--- config.mk ---
export PLATFORM = sky130hd
export DESIGN_NAME = dns_message_parser_top_flat
export DESIGN_NICKNAME = d
export VERILOG_FILES = /design/src/dmp_pkg.sv /design/src/dmp_if.sv /design/src/dmp_store.sv /design/src/dns_message_parser_top.sv /design/src/flat_wrapper.sv
export VERILOG_INCLUDE_DIRS = /design/src /design/src/src
export SDC_FILE = /design/constraint.sdc
export NUM_CORES = 2
export LEC_CHECK = 0
export BUFFER_PORTS_ARGS = -buffer_cell sky130_fd_sc_hd__buf_4
export CORE_MARGIN = 2
export CORE_UTILIZATION = 40
export CTS_BUF_LIST = sky130_fd_sc_hd__clkbuf_8
export CTS_CLUSTER_DIAMETER = 30
export CTS_CLUSTER_SIZE = 10
export DETAILED_ROUTE_END_ITERATION = 8
export PLACE_DENSITY_LB_ADDON = 0.12
export SLEW_MARGIN = 15
export SYNTH_ARGS = -nofsm -noshare
export SYNTH_HDL_FRONTEND = slang
export SYNTH_SLANG_ARGS = --single-unit
--- constraint.sdc ---
create_clock -name clk -period 9.23 [get_ports clk]
set_input_delay 0.923 -clock clk [delete_from_list [all_inputs] [get_ports clk]]
set_output_delay 0.923 -clock clk [all_outputs]
set_load 0.02 [all_outputs]
--- src/assert_macros.svh ---
// Assertion macros used by the parser RTL.
`ifndef ASSERT_MACROS_SVH
`define ASSERT_MACROS_SVH
`ifndef SYNTHESIS
// A property that must hold at every clock edge out of reset.
`define DMP_ASSERT(label, clk, rst_n, prop, msg) \
	label: assert property (@(posedge clk) disable iff (!rst_n) (prop)) else $error(msg);
// A condition that must be followed by another in the next cycle.
`define DMP_ASSERT_NEXT(label, clk, rst_n, ante, cons, msg) \
	label: assert property (@(posedge clk) disable iff (!rst_n) (ante) |=> (cons)) \
		else $error(msg);
`else
`define DMP_ASSERT(label, clk, rst_n, prop, msg)
`define DMP_ASSERT_NEXT(label, clk, rst_n, ante, cons, msg)
`endif
`endif

--- src/dmp_pkg.sv ---
`timescale 1ns / 1ps
package dmp_pkg;

	// Default sizes.
	localparam int PACKET_BYTES_DEF   = 512;
	localparam int MAX_NAME_CHARS_DEF = 255;
	localparam int NAME_CAP_LIMIT     = 248;

	// Message layout constants.
	localparam logic [15:0] HEADER_BYTES = 16'd12;
	localparam logic [15:0] COMP_MARK    = 16'hC000;
	localparam logic [15:0] OFFSET_MASK  = 16'h3FFF;
	localparam logic [7:0]  LABEL_LIMIT  = 8'h80;
	localparam logic [7:0]  DOT_CHAR     = 8'h2E;

	// Store offsets reach 0x3FFF and one past it.
	localparam int PTR_W = 15;

	// Result kinds.
	localparam logic [4:0] K_HDR0   = 5'd0;
	localparam logic [4:0] K_QNAME  = 5'd6;
	localparam logic [4:0] K_QTYPE  = 5'd7;
	localparam logic [4:0] K_QCLASS = 5'd8;
	localparam logic [4:0] K_ANAME  = 5'd9;
	localparam logic [4:0] K_ATYPE  = 5'd10;
	localparam logic [4:0] K_ACLASS = 5'd11;
	localparam logic [4:0] K_TTL    = 5'd12;
	localparam logic [4:0] K_RDLEN  = 5'd13;
	localparam logic [4:0] K_RDATA  = 5'd14;
	localparam logic [4:0] K_ERROR  = 5'd15;
	localparam logic [4:0] K_DONE   = 5'd16;

	// Error codes.
	localparam logic [31:0] ERR_SHORT_HDR = 32'd1;
	localparam logic [31:0] ERR_LABEL     = 32'd2;
	localparam logic [31:0] ERR_NO_PTR    = 32'd3;
	localparam logic [31:0] ERR_EARLY_END = 32'd4;
	localparam logic [31:0] ERR_BAD_PTR   = 32'd5;

	// One result without its run flag.
	typedef struct packed {
		logic [4:0]  kind;
		logic [31:0] value;
		logic [2:0]  char_count;
		logic [15:0] record_index;
	} res_t;

	// Place a name character into its byte lane of the packed word.
	function automatic logic [31:0] char_merge(logic [31:0] acc, logic [1:0] slot,
		logic [7:0] ch);
		char_merge = acc | ({24'b0, ch} << {slot, 3'b000});
	endfunction

endpackage

--- src/dmp_if.sv ---
`timescale 1ns / 1ps
// Message byte channel.
interface dmp_in_if;
	logic       valid;
	logic       ready;
	logic [7:0] data_byte;
	logic       end_of_packet;
	modport source(output valid, output data_byte, output end_of_packet, input ready);
	modport sink(input valid, input data_byte, input end_of_packet, output ready);
endinterface

// Parse result channel.
interface dmp_out_if;
	logic        valid;
	logic        ready;
	logic [4:0]  kind;
	logic [31:0] value;
	logic [2:0]  char_count;
	logic [15:0] record_index;
	logic        last_of_run;
	modport source(output valid, output kind, output value, output char_count,
		output record_index, output last_of_run, input ready);
	modport sink(input valid, input kind, input value, input char_count,
		input record_index, input last_of_run, output ready);
endinterface

--- src/dmp_store.sv ---
`timescale 1ns / 1ps
// Packet byte store: one write port, one read port with registered data.
module dmp_store #(
	parameter int DEPTH = dmp_pkg::PACKET_BYTES_DEF,
	parameter int AW    = $clog2(DEPTH)
) (
	input  logic          clk,
	input  logic          we,
	input  logic [AW-1:0] waddr,
	input  logic [7:0]    wdata,
	input  logic          re,
	input  logic [AW-1:0] raddr,
	output logic [7:0]    rdata
);

	logic [7:0] mem [DEPTH];

	// Write the incoming byte.
	always_ff @(posedge clk) begin
		if (we) begin
			mem[waddr] <= wdata;
		end
	end

	// Read data holds until the next read.
	always_ff @(posedge clk) begin
		if (re) begin
			rdata <= mem[raddr];
		end
	end

endmodule

--- src/dns_message_parser_top.sv ---
`timescale 1ns / 1ps
// DNS message parser with compressed answer names.
// msg_in carries one message byte per beat, end_of_packet marking the last byte.
// res_out carries parse results: header words, question names, types and classes,
// expanded answer names, answer fields, RDATA bytes, an error or a done marker.
// last_of_run is set on the final result caused by one input byte.
// An ordinary byte is first accepted, then parsed in the E_MAIN state. Its
// results are held back in a pending register so that the last one can be
// flagged; that result moves on once the engine is idle and the output is free.
// A compressed answer name is expanded from the packet store, whose read data is
// registered: each label length or name byte is requested in X_LEN or X_CHR and
// used in X_LENW or X_CHRW; a label ends with one more X_CHR pass, a pointer hop
// also passes X_PTR and X_PTRW, and E_NTERM closes the name.
// Reset returns the parser to the header of a new message; the store needs no
// clearing, as only bytes already received in this message are read.
// When res_out stalls, the parser stops once one result is pending and one is
// on the output, and msg_in deasserts ready until the results drain.
`include "assert_macros.svh"

module dns_message_parser_top #(
	parameter int PACKET_BYTES   = dmp_pkg::PACKET_BYTES_DEF,
	parameter int MAX_NAME_CHARS = dmp_pkg::MAX_NAME_CHARS_DEF
) (
	input  logic       clk,
	input  logic       arst_n,
	dmp_in_if.sink     msg_in,
	dmp_out_if.source  res_out
);

	localparam int AW       = $clog2(PACKET_BYTES);
	localparam int NAME_CAP = (MAX_NAME_CHARS < dmp_pkg::NAME_CAP_LIMIT) ?
		MAX_NAME_CHARS : dmp_pkg::NAME_CAP_LIMIT;
	localparam int PW       = dmp_pkg::PTR_W;

	typedef enum logic [3:0] {
		PH_HDR, PH_QNAME, PH_QTYPE, PH_QCLASS, PH_ANAME, PH_ATYPE,
		PH_ACLASS, PH_TTL, PH_RDLEN, PH_RDATA, PH_IDLE
	} phase_t;

	typedef enum logic [3:0] {
		E_IDLE, E_MAIN, E_NTERM, E_FIN, E_EOP,
		X_LEN, X_LENW, X_PTR, X_PTRW, X_CHR, X_CHRW
	} eng_t;

	eng_t          eng_q;
	phase_t        phase_q;
	logic [15:0]   pos_q;
	logic [15:0]   cur_pos_q;
	logic [7:0]    byte_q;
	logic          eop_q;
	logic [15:0]   qtot_q;
	logic [15:0]   atot_q;
	logic [15:0]   rc_q;
	logic [7:0]    lr_q;
	logic          first_q;
	logic [31:0]   acc_q;
	logic [2:0]    fbl_q;
	logic [15:0]   rdrem_q;
	logic [7:0]    nc_q;
	logic [4:0]    nkind_q;
	logic [PW-1:0] p_q;
	logic [PW-1:0] bound_q;
	logic [5:0]    hi_q;

	dmp_pkg::res_t pend_q;
	logic          pend_v_q;
	dmp_pkg::res_t out_q;
	logic          out_last_q;
	logic          out_v_q;

	logic          out_free;
	logic          slot_ok;
	logic          accept;
	logic [15:0]   avail;
	logic [15:0]   p_ext;
	logic [7:0]    rdata;
	logic          rd_en;
	eng_t          end_st;

	// Handshake and staging.
	assign out_free = !out_v_q || res_out.ready;
	assign slot_ok  = !pend_v_q || out_free;
	assign msg_in.ready = (eng_q == E_IDLE) && slot_ok;
	assign accept   = msg_in.valid && msg_in.ready;
	assign end_st   = eop_q ? E_EOP : E_IDLE;

	// Bytes of this message that the store holds.
	assign avail = (pos_q < 16'(PACKET_BYTES)) ? pos_q : 16'(PACKET_BYTES);
	assign p_ext = 16'(p_q);
	assign rd_en = (eng_q == X_LEN) || (eng_q == X_PTR) || (eng_q == X_CHR);

	dmp_store #(
		.DEPTH(PACKET_BYTES),
		.AW   (AW)
	) u_store (
		.clk  (clk),
		.we   (accept && (pos_q < 16'(PACKET_BYTES))),
		.waddr(pos_q[AW-1:0]),
		.wdata(msg_in.data_byte),
		.re   (rd_en),
		.raddr(p_q[AW-1:0]),
		.rdata(rdata)
	);

	// Output register.
	assign res_out.valid        = out_v_q;
	assign res_out.kind         = out_q.kind;
	assign res_out.value        = out_q.value;
	assign res_out.char_count   = out_q.char_count;
	assign res_out.record_index = out_q.record_index;
	assign res_out.last_of_run  = out_last_q;

	// Parse engine, result staging and output register.
	always_ff @(posedge clk or negedge arst_n) begin
		dmp_pkg::res_t g;
		logic          gv;
		logic [31:0]   fv;
		logic [31:0]   a;
		logic [2:0]    f;
		logic [15:0]   rcn;
		logic [7:0]    c;
		if (!arst_n) begin
			eng_q    <= E_IDLE;
			phase_q  <= PH_HDR;
			pos_q    <= '0;
			qtot_q   <= '0;
			atot_q   <= '0;
			rc_q     <= '0;
			lr_q     <= '0;
			first_q  <= 1'b1;
			acc_q    <= '0;
			fbl_q    <= '0;
			rdrem_q  <= '0;
			nc_q     <= '0;
			pend_v_q <= 1'b0;
			out_v_q  <= 1'b0;
		end else begin
			g   = '0;
			gv  = 1'b0;
			fv  = {acc_q[23:0], byte_q};
			f   = (fbl_q != 3'd0) ? fbl_q - 3'd1 : 3'd0;
			rcn = rc_q + 16'd1;
			c   = byte_q;
			a   = '0;

			if (accept) begin
				// Latch the byte and advance the position.
				byte_q    <= msg_in.data_byte;
				eop_q     <= msg_in.end_of_packet;
				cur_pos_q <= pos_q;
				if (pos_q != 16'hFFFF) begin
					pos_q <= pos_q + 16'd1;
				end
				eng_q <= E_MAIN;
			end else if (eng_q != E_IDLE && slot_ok) begin
				case (eng_q)
					E_MAIN: begin
						eng_q <= end_st;
						case (phase_q)
							PH_HDR: begin
								acc_q <= fv;
								if (cur_pos_q[0]) begin
									g = '{kind: dmp_pkg::K_HDR0 + 5'(cur_pos_q[3:1]),
										value: {16'b0, fv[15:0]}, char_count: 3'd0,
										record_index: 16'd0};
									gv = 1'b1;
									acc_q <= '0;
									if (cur_pos_q[3:1] == 3'd2) qtot_q <= fv[15:0];
									if (cur_pos_q[3:1] == 3'd3) atot_q <= fv[15:0];
									if (cur_pos_q + 16'd1 >= dmp_pkg::HEADER_BYTES) begin
										rc_q <= '0;
										if (qtot_q != 16'd0) begin
											phase_q <= PH_QNAME;
											fbl_q   <= '0;
											nc_q    <= '0;
											first_q <= 1'b1;
											lr_q    <= '0;
										end else if (atot_q == 16'd0) begin
											eng_q <= E_FIN;
										end else begin
											phase_q <= PH_ANAME;
											fbl_q   <= 3'd2;
										end
									end
								end
							end
							PH_QNAME: begin
								if (lr_q == 8'd0 && byte_q == 8'd0) begin
									nkind_q <= dmp_pkg::K_QNAME;
									eng_q   <= E_NTERM;
								end else if (lr_q == 8'd0 && byte_q >= dmp_pkg::LABEL_LIMIT) begin
									g = '{kind: dmp_pkg::K_ERROR, value: dmp_pkg::ERR_LABEL,
										char_count: 3'd0, record_index: rc_q};
									gv = 1'b1;
									phase_q <= PH_IDLE;
								end else begin
									if (lr_q == 8'd0) begin
										c = dmp_pkg::DOT_CHAR;
										first_q <= 1'b0;
										lr_q    <= byte_q;
									end else begin
										lr_q <= lr_q - 8'd1;
									end
									// Add one character unless the name is full or the byte opens the first label.
									if ((lr_q != 8'd0 || !first_q) && nc_q < 8'(NAME_CAP)) begin
										a = dmp_pkg::char_merge(acc_q, fbl_q[1:0], c);
										nc_q <= nc_q + 8'd1;
										if (fbl_q == 3'd3) begin
											g = '{kind: dmp_pkg::K_QNAME, value: a,
												char_count: 3'd4, record_index: rc_q};
											gv = 1'b1;
											acc_q <= '0;
											fbl_q <= '0;
										end else begin
											acc_q <= a;
											fbl_q <= fbl_q + 3'd1;
										end
									end
								end
							end
							PH_ANAME: begin
								if (fbl_q >= 3'd2) begin
									if (({byte_q, 8'h00} & dmp_pkg::COMP_MARK)
										!= dmp_pkg::COMP_MARK) begin
										g = '{kind: dmp_pkg::K_ERROR, value: dmp_pkg::ERR_NO_PTR,
											char_count: 3'd0, record_index: rc_q};
										gv = 1'b1;
										phase_q <= PH_IDLE;
									end else begin
										acc_q <= {24'b0, byte_q};
										fbl_q <= 3'd1;
									end
								end else begin
									// Start the expansion at the pointer target.
									p_q     <= PW'(fv[15:0] & dmp_pkg::OFFSET_MASK);
									bound_q <= PW'(fv[15:0] & dmp_pkg::OFFSET_MASK);
									acc_q   <= '0;
									fbl_q   <= '0;
									nc_q    <= '0;
									first_q <= 1'b1;
									lr_q    <= '0;
									nkind_q <= dmp_pkg::K_ANAME;
									eng_q   <= X_LEN;
								end
							end
							PH_QTYPE, PH_QCLASS, PH_ATYPE, PH_ACLASS, PH_TTL, PH_RDLEN: begin
								acc_q <= fv;
								fbl_q <= f;
								if (f == 3'd0) begin
									case (phase_q)
										PH_QTYPE: begin
											g = '{kind: dmp_pkg::K_QTYPE, value: {16'b0, fv[15:0]},
												char_count: 3'd0, record_index: rc_q};
											phase_q <= PH_QCLASS;
											acc_q   <= '0;
											fbl_q   <= 3'd2;
										end
										PH_QCLASS: begin
											g = '{kind: dmp_pkg::K_QCLASS, value: {16'b0, fv[15:0]},
												char_count: 3'd0, record_index: rc_q};
											rc_q <= rcn;
											if (rcn < qtot_q) begin
												phase_q <= PH_QNAME;
												acc_q   <= '0;
												fbl_q   <= '0;
												nc_q    <= '0;
												first_q <= 1'b1;
												lr_q    <= '0;
											end else begin
												rc_q <= '0;
												if (atot_q == 16'd0) begin
													eng_q <= E_FIN;
												end else begin
													phase_q <= PH_ANAME;
													acc_q   <= '0;
													fbl_q   <= 3'd2;
												end
											end
										end
										PH_ATYPE: begin
											g = '{kind: dmp_pkg::K_ATYPE, value: {16'b0, fv[15:0]},
												char_count: 3'd0, record_index: rc_q};
											phase_q <= PH_ACLASS;
											acc_q   <= '0;
											fbl_q   <= 3'd2;
										end
										PH_ACLASS: begin
											g = '{kind: dmp_pkg::K_ACLASS, value: {16'b0, fv[15:0]},
												char_count: 3'd0, record_index: rc_q};
											phase_q <= PH_TTL;
											acc_q   <= '0;
											fbl_q   <= 3'd4;
										end
										PH_TTL: begin
											g = '{kind: dmp_pkg::K_TTL, value: fv,
												char_count: 3'd0, record_index: rc_q};
											phase_q <= PH_RDLEN;
											acc_q   <= '0;
											fbl_q   <= 3'd2;
										end
										default: begin
											g = '{kind: dmp_pkg::K_RDLEN, value: {16'b0, fv[15:0]},
												char_count: 3'd0, record_index: rc_q};
											rdrem_q <= fv[15:0];
											if (fv[15:0] != 16'd0) begin
												phase_q <= PH_RDATA;
											end else begin
												rc_q <= rcn;
												if (rcn < atot_q) begin
													phase_q <= PH_ANAME;
													acc_q   <= '0;
													fbl_q   <= 3'd2;
												end else begin
													eng_q <= E_FIN;
												end
											end
										end
									endcase
									gv = 1'b1;
								end
							end
							PH_RDATA: begin
								g = '{kind: dmp_pkg::K_RDATA, value: {24'b0, byte_q},
									char_count: 3'd0, record_index: rc_q};
								gv = 1'b1;
								rdrem_q <= rdrem_q - 16'd1;
								if (rdrem_q <= 16'd1) begin
									rc_q <= rcn;
									if (rcn < atot_q) begin
										phase_q <= PH_ANAME;
										acc_q   <= '0;
										fbl_q   <= 3'd2;
									end else begin
										eng_q <= E_FIN;
									end
								end
							end
							default: begin
							end
						endcase
					end
					E_NTERM: begin
						// Flush a partial word, then the end-of-name beat.
						if (fbl_q != 3'd0) begin
							g = '{kind: nkind_q, value: acc_q, char_count: fbl_q,
								record_index: rc_q};
							acc_q <= '0;
							fbl_q <= '0;
						end else begin
							g = '{kind: nkind_q, value: 32'd0, char_count: 3'd0,
								record_index: rc_q};
							acc_q   <= '0;
							nc_q    <= '0;
							first_q <= 1'b1;
							lr_q    <= '0;
							fbl_q   <= 3'd2;
							phase_q <= (nkind_q == dmp_pkg::K_QNAME) ? PH_QTYPE : PH_ATYPE;
							eng_q   <= end_st;
						end
						gv = 1'b1;
					end
					E_FIN: begin
						g = '{kind: dmp_pkg::K_DONE, value: 32'd0, char_count: 3'd0,
							record_index: 16'd0};
						gv = 1'b1;
						phase_q <= PH_IDLE;
						eng_q   <= end_st;
					end
					E_EOP: begin
						if (phase_q != PH_IDLE) begin
							g = '{kind: dmp_pkg::K_ERROR,
								value: (phase_q == PH_HDR) ? dmp_pkg::ERR_SHORT_HDR :
									dmp_pkg::ERR_EARLY_END,
								char_count: 3'd0, record_index: rc_q};
							gv = 1'b1;
						end
						pos_q   <= '0;
						phase_q <= PH_HDR;
						qtot_q  <= '0;
						atot_q  <= '0;
						rc_q    <= '0;
						rdrem_q <= '0;
						acc_q   <= '0;
						fbl_q   <= '0;
						nc_q    <= '0;
						first_q <= 1'b1;
						lr_q    <= '0;
						eng_q   <= E_IDLE;
					end
					X_LEN: begin
						if (nc_q >= 8'(NAME_CAP)) begin
							eng_q <= E_NTERM;
						end else if (p_ext >= avail) begin
							g = '{kind: dmp_pkg::K_ERROR, value: dmp_pkg::ERR_BAD_PTR,
								char_count: 3'd0, record_index: rc_q};
							gv = 1'b1;
							phase_q <= PH_IDLE;
							eng_q   <= end_st;
						end else begin
							eng_q <= X_LENW;
						end
					end
					X_LENW: begin
						if (rdata == 8'd0) begin
							eng_q <= E_NTERM;
						end else if (rdata[7:6] == 2'b11) begin
							if (p_ext + 16'd1 >= avail) begin
								g = '{kind: dmp_pkg::K_ERROR, value: dmp_pkg::ERR_BAD_PTR,
									char_count: 3'd0, record_index: rc_q};
								gv = 1'b1;
								phase_q <= PH_IDLE;
								eng_q   <= end_st;
							end else begin
								hi_q  <= rdata[5:0];
								p_q   <= p_q + PW'(1);
								eng_q <= X_PTR;
							end
						end else if (rdata >= dmp_pkg::LABEL_LIMIT) begin
							g = '{kind: dmp_pkg::K_ERROR, value: dmp_pkg::ERR_LABEL,
								char_count: 3'd0, record_index: rc_q};
							gv = 1'b1;
							phase_q <= PH_IDLE;
							eng_q   <= end_st;
						end else begin
							// Label separator before every label but the first, while the name has room.
							if (!first_q && nc_q < 8'(NAME_CAP)) begin
								a = dmp_pkg::char_merge(acc_q, fbl_q[1:0], dmp_pkg::DOT_CHAR);
								nc_q <= nc_q + 8'd1;
								if (fbl_q == 3'd3) begin
									g = '{kind: dmp_pkg::K_ANAME, value: a, char_count: 3'd4,
										record_index: rc_q};
									gv = 1'b1;
									acc_q <= '0;
									fbl_q <= '0;
								end else begin
									acc_q <= a;
									fbl_q <= fbl_q + 3'd1;
								end
							end
							first_q <= 1'b0;
							p_q     <= p_q + PW'(1);
							lr_q    <= rdata;
							eng_q   <= X_CHR;
						end
					end
					X_PTR: begin
						eng_q <= X_PTRW;
					end
					X_PTRW: begin
						// Follow a pointer only backwards past the last target.
						if (PW'({hi_q, rdata}) >= bound_q) begin
							g = '{kind: dmp_pkg::K_ERROR, value: dmp_pkg::ERR_BAD_PTR,
								char_count: 3'd0, record_index: rc_q};
							gv = 1'b1;
							phase_q <= PH_IDLE;
							eng_q   <= end_st;
						end else begin
							bound_q <= PW'({hi_q, rdata});
							p_q     <= PW'({hi_q, rdata});
							eng_q   <= X_LEN;
						end
					end
					X_CHR: begin
						if (lr_q == 8'd0 || nc_q >= 8'(NAME_CAP)) begin
							eng_q <= X_LEN;
						end else if (p_ext >= avail) begin
							g = '{kind: dmp_pkg::K_ERROR, value: dmp_pkg::ERR_BAD_PTR,
								char_count: 3'd0, record_index: rc_q};
							gv = 1'b1;
							phase_q <= PH_IDLE;
							eng_q   <= end_st;
						end else begin
							eng_q <= X_CHRW;
						end
					end
					X_CHRW: begin
						a = dmp_pkg::char_merge(acc_q, fbl_q[1:0], rdata);
						nc_q <= nc_q + 8'd1;
						if (fbl_q == 3'd3) begin
							g = '{kind: dmp_pkg::K_ANAME, value: a, char_count: 3'd4,
								record_index: rc_q};
							gv = 1'b1;
							acc_q <= '0;
							fbl_q <= '0;
						end else begin
							acc_q <= a;
							fbl_q <= fbl_q + 3'd1;
						end
						p_q   <= p_q + PW'(1);
						lr_q  <= lr_q - 8'd1;
						eng_q <= X_CHR;
					end
					default: begin
						eng_q <= E_IDLE;
					end
				endcase
			end

			// A new result pushes the pending one out; an idle engine flushes it as last.
			if (gv) begin
				if (pend_v_q) begin
					out_q      <= pend_q;
					out_last_q <= 1'b0;
					out_v_q    <= 1'b1;
				end else if (res_out.ready) begin
					out_v_q <= 1'b0;
				end
				pend_q   <= g;
				pend_v_q <= 1'b1;
			end else if (eng_q == E_IDLE && pend_v_q && out_free) begin
				out_q      <= pend_q;
				out_last_q <= 1'b1;
				out_v_q    <= 1'b1;
				pend_v_q   <= 1'b0;
			end else if (res_out.ready) begin
				out_v_q <= 1'b0;
			end
		end
	end

	// A name never grows past its character limit.
	`DMP_ASSERT(a_name_cap, clk, arst_n, nc_q <= 8'(NAME_CAP), "name length past its limit")
	// A label length is only read from a byte of this message.
	`DMP_ASSERT(a_store_reach, clk, arst_n, (eng_q == X_LENW) |-> (p_ext < avail),
		"store read beyond received bytes")
	// A new byte starts with no result of the previous byte still pending.
	`DMP_ASSERT_NEXT(a_pend_clear, clk, arst_n, accept, !pend_v_q && eng_q == E_MAIN,
		"byte accepted over a pending result")

endmodule

--- src/flat_wrapper.sv ---
// flat-port wrapper written by rule: the top's interface ports become plain ports
module dns_message_parser_top_flat 
#(
	parameter int PACKET_BYTES   = dmp_pkg::PACKET_BYTES_DEF,
	parameter int MAX_NAME_CHARS = dmp_pkg::MAX_NAME_CHARS_DEF
)
  (clk, arst_n, msg_in_valid, msg_in_data_byte, msg_in_end_of_packet, msg_in_ready, res_out_valid, res_out_kind, res_out_value, res_out_char_count, res_out_record_index, res_out_last_of_run, res_out_ready);
  dmp_in_if msg_in_i ();
  dmp_out_if res_out_i ();
  input  logic clk;
  input  logic arst_n;
  input wire logic [$bits(msg_in_i.valid)-1:0] msg_in_valid;
  input wire logic [$bits(msg_in_i.data_byte)-1:0] msg_in_data_byte;
  input wire logic [$bits(msg_in_i.end_of_packet)-1:0] msg_in_end_of_packet;
  output wire logic [$bits(msg_in_i.ready)-1:0] msg_in_ready;
  output wire logic [$bits(res_out_i.valid)-1:0] res_out_valid;
  output wire logic [$bits(res_out_i.kind)-1:0] res_out_kind;
  output wire logic [$bits(res_out_i.value)-1:0] res_out_value;
  output wire logic [$bits(res_out_i.char_count)-1:0] res_out_char_count;
  output wire logic [$bits(res_out_i.record_index)-1:0] res_out_record_index;
  output wire logic [$bits(res_out_i.last_of_run)-1:0] res_out_last_of_run;
  input wire logic [$bits(res_out_i.ready)-1:0] res_out_ready;
  assign msg_in_i.valid = msg_in_valid;
  assign msg_in_i.data_byte = msg_in_data_byte;
  assign msg_in_i.end_of_packet = msg_in_end_of_packet;
  assign msg_in_ready = msg_in_i.ready;
  assign res_out_valid = res_out_i.valid;
  assign res_out_kind = res_out_i.kind;
  assign res_out_value = res_out_i.value;
  assign res_out_char_count = res_out_i.char_count;
  assign res_out_record_index = res_out_i.record_index;
  assign res_out_last_of_run = res_out_i.last_of_run;
  assign res_out_i.ready = res_out_ready;
  dns_message_parser_top #(.PACKET_BYTES(PACKET_BYTES), .MAX_NAME_CHARS(MAX_NAME_CHARS)) u_core (.clk(clk), .arst_n(arst_n), .msg_in(msg_in_i), .res_out(res_out_i));
endmodule
Yosys cells after proc, flatten, opt, wreduce, memory -nomap -nowiden:

Memory sizes are Yosys's and may differ from the RTL's. A register that Yosys moved wholly into a read port is not among the register bits.
Index checks and enable logic that the tools add are counted.

* bits in registers: 321
* memory bits (writable): 4096
* output and inout port bits: 59
* logic and storage cells: 457
* memories kept: 1

Memory list
* u_core.u_store.mem: words 512, bits a word 8, read ports 1, clocked after Yosys merged registers in 1, wr ports 1, RTL line dmp_store.sv:16 `logic [7:0] mem [DEPTH];`

* add/sub/neg operators: 10
* $lt $le $gt $ge: 13
* equality and inequality tests: 76
* shift-type cells: 3
* multiplexer cells: 249
* bitwise logic cells: 7
* reductions and logical operators: 68

Operators by type and width (number)
* $mux W56: 14
* $mux W32: 20
* $pmux W56 S9: 1
* $mux W55: 7
* $mux W16: 19
* $pmux W56 S5: 1
* $pmux W55 S5: 1
* $mux W8: 28
* $pmux W16 S2: 6
* $mux W4: 45
* $pmux W32 S5: 1
* $pmux W32 S4: 1
* $mux W54: 2
* $mux W15: 7
* $or A32 B32 Y32: 3
* $pmux W8 S5: 2
* $mux W3: 25
* $pmux W32 S2: 1
* $pmux W8 S4: 2
* $shl A8 B5 Y32: 2
* $pmux W15 S4: 1
* $pmux W4 S5: 3
* $mux W51: 1
* $add A16 B1 Y16 const B: 3
* 77 further kinds: 230

Depth between registers and ports, before layout:

* depth after elaboration: 16
* depth in mapped cells: 19
* gate-level depth less buffers: 15

Modules after synthesis:

Synthesis repeated with hierarchy kept, for this count alone.

* cell total of the unflattened synthesis: 10151
* area, all modules: 178972.9 µm²

Modules (own cells, without submodules)
* dmp_store: times used 1, cells an instance 8030, area each 160012.2 µm², seq. area each 123238.2 µm²
* dns_message_parser_top: times used 1, cells an instance 2121, area each 18960.7 µm², seq. area each 8809.7 µm²

Least setup slack after synthesis:

Ideal clock, no wire load.

* kind: reg2reg
* start point: register u_core.p_q[0]
* end point: register u_core.out_q (netlist bit u_core.res_out.char_count[0]), enable pin
* data arrival time: 6.459 ns
* required time: 8.739 ns
* slack: 2.280 ns
* cell stages (with the launch flop): 19
* path through: edfxtp_1 -> buf_2 -> buf_4 -> buf_2 -> buf_2 -> buf_4 -> and4_1 -> and3_1 -> nand4_1 -> xnor2_1 -> ha_1 -> a211oi_1 -> o22ai_1 -> o22ai_1 -> a21oi_1 -> nor2_1 -> o21a_1 -> a41o_1 -> a21oi_1

* word-level cells in the longest chain between the ends: 10
* elaborated cells between the ends (all ways): 15
* classes of those cells: 1 x add/sub; 2 x order compare; 1 x eq/ne; 9 x mux; 2 x reduce/logical

RTL lines
* from (decl): RTL line dns_message_parser_top.sv:61 `logic [PW-1:0] p_q;`
* from (signal assigned): RTL line dns_message_parser_top.sv:235 `p_q <= PW'(fv[15:0] & dmp_pkg::OFFSET_MASK);`
* from (signal assigned): RTL line dns_message_parser_top.sv:415 `p_q <= p_q + PW'(1);`
* from (signal assigned): RTL line dns_message_parser_top.sv:441 `p_q <= p_q + PW'(1);`
* $add A15 B1 Y16: RTL line dns_message_parser_top.sv:407 `if (p_ext + 16'd1 >= avail) begin`
* $ge A16 B16 Y1: RTL line dns_message_parser_top.sv:407
* $mux W1: RTL line dns_message_parser_top.sv:407
* $mux W1: RTL line dns_message_parser_top.sv:406 `end else if (rdata[7:6] == 2'b11) begin`
* $mux W1: RTL line dns_message_parser_top.sv:404 `if (rdata == 8'd0) begin`
* $pmux W1 S8 *: RTL line dns_message_parser_top.sv:156 `case (eng_q)`
* $mux W1 *: RTL line dns_message_parser_top.sv:155 `end else if (eng_q != E_IDLE && slot_ok) begin`
* $mux W1 *: RTL line dns_message_parser_top.sv:146 `if (accept) begin`
* $ne A2 B1 Y1 (no source line) or $reduce_bool A2 Y1 (tied branches)
* $reduce_and A3 Y1 (no source line) *
* to (signal assigned): RTL line dns_message_parser_top.sv:502 `out_q <= pend_q;`
* to (signal assigned): RTL line dns_message_parser_top.sv:511 `out_q <= pend_q;`
* to (decl): RTL line dns_message_parser_top.sv:67 `dmp_pkg::res_t out_q;`

Every way passes the cells marked *; elsewhere a longest branch is shown, timed or not.
A chain may end at the register's enable or synchronous reset.

==> flow_summary.toml <==
[setup_path]
cp_data_required_time_ps = 10350
cp.arrival_ps = 7010
critPathLaunchType = "flop"
r2r_cells = 12
r2r_end = "u_core.u_store.rdata[7]"
worstSetupEndpointType = "flop"
rrSetupSlack_ps = 3340
worstReg2RegStart = "u_core.p_q[1]"
path_class = "flop to flop"
cp_max_fo = 44

[power]
seq_power_share = 0.446
cellLeakagePower_nw = 66.87
power.internal_mw = 37.57
p_sw_mw = 13.40
p_clk_frac = 0.460
ir_drop_mv = 0.1734
report.power.total_mw = 50.97
switching_share = 0.2629
combPwrFrac = 0.095
power_density_nw_per_um2 = 246.6

[sta]
setup_viol = 0
worst_slack_ps = 3344
rsz0062_at_grt = "no"
skew_ps = 78.41
tightest_slew_ps = 1393
period_minus_slack_ps = 5886
slew_headroom = 0.07108
hold_viol = 0
setup_tns_ps = 0
max_clock_freq_mhz = 169.9
drv_slew = 0
min_period_over_period = 0.6377

[placement]
dp_hpwl_um = 297400
gp_congestion = 0.8784
portBuffers = 71
pre_cts_ws_ps = 3441
dp_cells = 15110

[grt]
grt_antenna_before_repair = 25
grt_max_degree = 195
grt_pass1_wl_um = 724600
grt_remaining_overflow = 0
grt_util_all_layers = 0.2212
first_global_vias = 99660

[clocking]
clock_latency_ps = 1290
cts_tree = "built"
cts.sinks = 4421
hold_buffers = 3
cts_made_buffers = 933
htreeDepth = 6
cts_root_buf = "clkbuf_8"
cts_buffer_depth = 4
cts.repair.resized = 0
postCtsSetupRepairBufs = 0
cts.clk_slew.worst_paths_ps = 60

[yosys]
synth_edf_count = 4279
synth_cells = 9521
synthMuxAreaShare = 0.1400
synth_top_family_by_area = "multiplexers"
synthAdderAreaFrac = 0.006486
avgSynthCellArea_um2 = 18.64
synth_flop_cell = "edfxtp_1"
ys_seq_elements = 4421
syn_area_um2 = 177500
seq_area_frac_synth = 0.7440
synth_compound_area_frac = 0.05294
synth_cell_types = 88
async_reset_ff_frac = 0.03212
synth_xor_area_frac = 0.001925
yosys_warnings = 0
synth-simple-area-share = 0.03891

[floorplan]
initial_core_util = 0.4018
die_w_um = 670.1
coreArea_um2 = 441800
die_height_um = 670.1
io_pins = 72
rows = 244
dieArea_um2 = 449100

[drt]
wl_um = 507800
first_iter_violations = 9614
drc_errors = 0
vias = 96640
vias_per_cell = 5.727
detail-route-antenna-nets = 0
avgRoutedWirePerCell_um = 30.09
drt_first_pass_iters = 8

[cells_and_area]
fin_nets = 10250
final_layout_size_suffix_gt1_frac = 0.2587
finalNonFillerCells = 16870
synthToLayoutAreaGrowth_pct = 16.47

[min_path]
hp-class = "input port to flop"
min_to = "u_core.u_store.mem[176][0]"
min_path_cells = 1
min-delay-start = "msg_in_data_byte[0]"

[run]
drv_cap = 0

[run_status]
outcome = "finished, final reports clean"
-- cells in the final DEF (no fill, tap or decap), drive strengths merged, types with 14 or more instances in the layout --
master	instances
a21oi	391
a221o	70
a221oi	159
a22o	69
a22oi	52
a31oi	31
and2	44
and3	14
buf	267
bufinv	142
clkbuf	944
clkinv	372
clkinvlp	109
dfrtp	141
edfxtp	4279
ha	92
inv	263
mux2	85
mux2i	369
mux4	896
nand2	289
nand2b	30
nand3	96
nand4	27
nor2	774
nor2b	93
nor3	55
nor4	54
o211ai	129
o21a	19
o21ai	308
o22ai	17
o2bb2ai	18
o31ai	33
or4	17
xnor2	19
xor2	20
-- through the flow --
stage / hold WS [ps] / instance area, um^2 / utilization
floorplan: 400.3 / 177500 / -
global placement: 402.9 / 185100 / 0.4191
detailed placement: 404.5 / 185200 / 0.4193
CTS: 10.72 / 206600 / 0.4678
global route: 102.1 / 206700 / 0.4679
finish: 145.4 / 206700 / 0.4679
-- flip-flops by register name, indices dropped and copies added, names as in the netlist, 14 cells and up --
name and count:
u_core.qtot_q 16, u_core.res_out.record_index 16, u_core.bound_q 14, u_core.pend_q 56, u_core.res_out.value 32, u_core.u_store.mem 4096, u_core.rdrem_q 16, u_core.p_q 15
u_core.cur_pos_q 16, u_core.rc_q 16, u_core.acc_q 32, u_core.atot_q 16, u_core.pos_q 16
-- how the worst max path moves through the flow --
stage / start / to / slack (ps) / cells past startpoint
after floorplan: u_core.p_q[0] / u_core.res_out.char_count[0] / 2280 / 18
after global placement: u_core.p_q[1] / u_core.u_store.rdata[6] / 2850 / 12
after detailed placement: u_core.p_q[1] / u_core.u_store.rdata[6] / 3440 / 12
after CTS: u_core.p_q[1] / u_core.u_store.rdata[6] / 3410 / 12
after global routing: u_core.p_q[1] / u_core.u_store.rdata[1] / 3230 / 11
final: u_core.p_q[1] / u_core.u_store.rdata[7] / 3340 / 12
-- power groups by stage --
stage	Combinational, mW	Clock (mW)	Sequential (mW)
floorplan	2.68	0	22.9
global placement	4.76	0	23.1
detailed placement	4.81	0	23.1
CTS	4.83	23.8	22.7
global route	5.13	24.8	22.7
finish	4.82	23.4	22.7
-- cells in the mapped netlist, types with 11 or more instances --
| cell | n | area, um^2 |
|---|---|---|
| xnor2_1 | 19 | 166.4 |
| buf_1 | 34 | 127.6 |
| or4_1 | 17 | 127.6 |
| a221o_1 | 70 | 700.7 |
| buf_2 | 188 | 940.9 |
| o22ai_1 | 17 | 106.4 |
| nand2_1 | 289 | 1085 |
| a211o_1 | 11 | 96.34 |
| o211ai_1 | 129 | 968.4 |
| nand3_1 | 96 | 480.5 |
| and3_1 | 14 | 87.58 |
| nand4_1 | 27 | 168.9 |
| o21ai_0 | 300 | 1501 |
| mux4_2 | 896 | 20180 |
| a21oi_1 | 391 | 1957 |
| clkbuf_1 | 361 | 1355 |
| nand2b_1 | 30 | 187.7 |
| a211oi_1 | 11 | 82.58 |
| a31oi_1 | 31 | 193.9 |
| dfrtp_1 | 141 | 3528 |
| a221oi_1 | 158 | 1384 |
| a222oi_1 | 12 | 120.1 |
| xor2_1 | 20 | 175.2 |
| o31ai_1 | 32 | 240.2 |
| nor4_1 | 51 | 319.1 |
| nor3_1 | 53 | 265.3 |
| mux2i_1 | 369 | 3694 |
| a22o_1 | 69 | 604.3 |
| inv_1 | 81 | 304.0 |
| o21a_1 | 19 | 142.6 |
| mux2_2 | 82 | 923.4 |
| a22oi_1 | 52 | 390.4 |
| nor2b_1 | 93 | 581.8 |
| ha_1 | 92 | 1151 |
| edfxtp_1 | 4279 | 128500 |
| and2_1 | 43 | 269.0 |
| o2bb2ai_1 | 18 | 157.7 |
| nor2_1 | 774 | 2905 |
-- worst max-delay path: stages (launching register included) --
cell	delay, ps
edfxtp_1	340
buf_4	460
buf_4	680
buf_4	690
buf_4	670
mux2i_1	230
a221oi_1	310
o21ai_0	230
o211ai_1	230
a21oi_1	200
nor4_2	960
nand2_1	360
o211ai_1	190
-- kinds of logic (layout without fill, tap and decap cells) --
group | Yosys count | in the layout
AO/OA/AOI/OAI | 1407 | 1407
XOR/XNOR | 39 | 39
adder cells (fa/ha/maj) | 92 | 92
buffers and inverters | 673 | 2100
flip-flops | 4421 | 4421
multiplexers | 1350 | 1350
other | 1 | 23
AND/OR/NAND/NOR | 1538 | 1538
-- area by class of cell --
type / count / area [um^2]
fillers: 37260 / 235000
flip-flops and latches: 4421 / 132000
multi-input cells: 4437 / 43100
clock buffers: 944 / 12990
clock inverters: 805 / 8404
well taps: 5904 / 7387
repair buffers: 270 / 2456
inverters: 81 / 304.0
diodes: 12 / 30.03
-- routing by layer --
layer,vias up,track usage,part of all wire
met4,14,0.07077,0.030
li1,40590,-,-
met3,924,0.03700,0.066
met1,51150,0.3080,0.43
met2,3957,0.3564,0.48
met5,-,0,0.00019
Power figures use the tool's default switching activity.
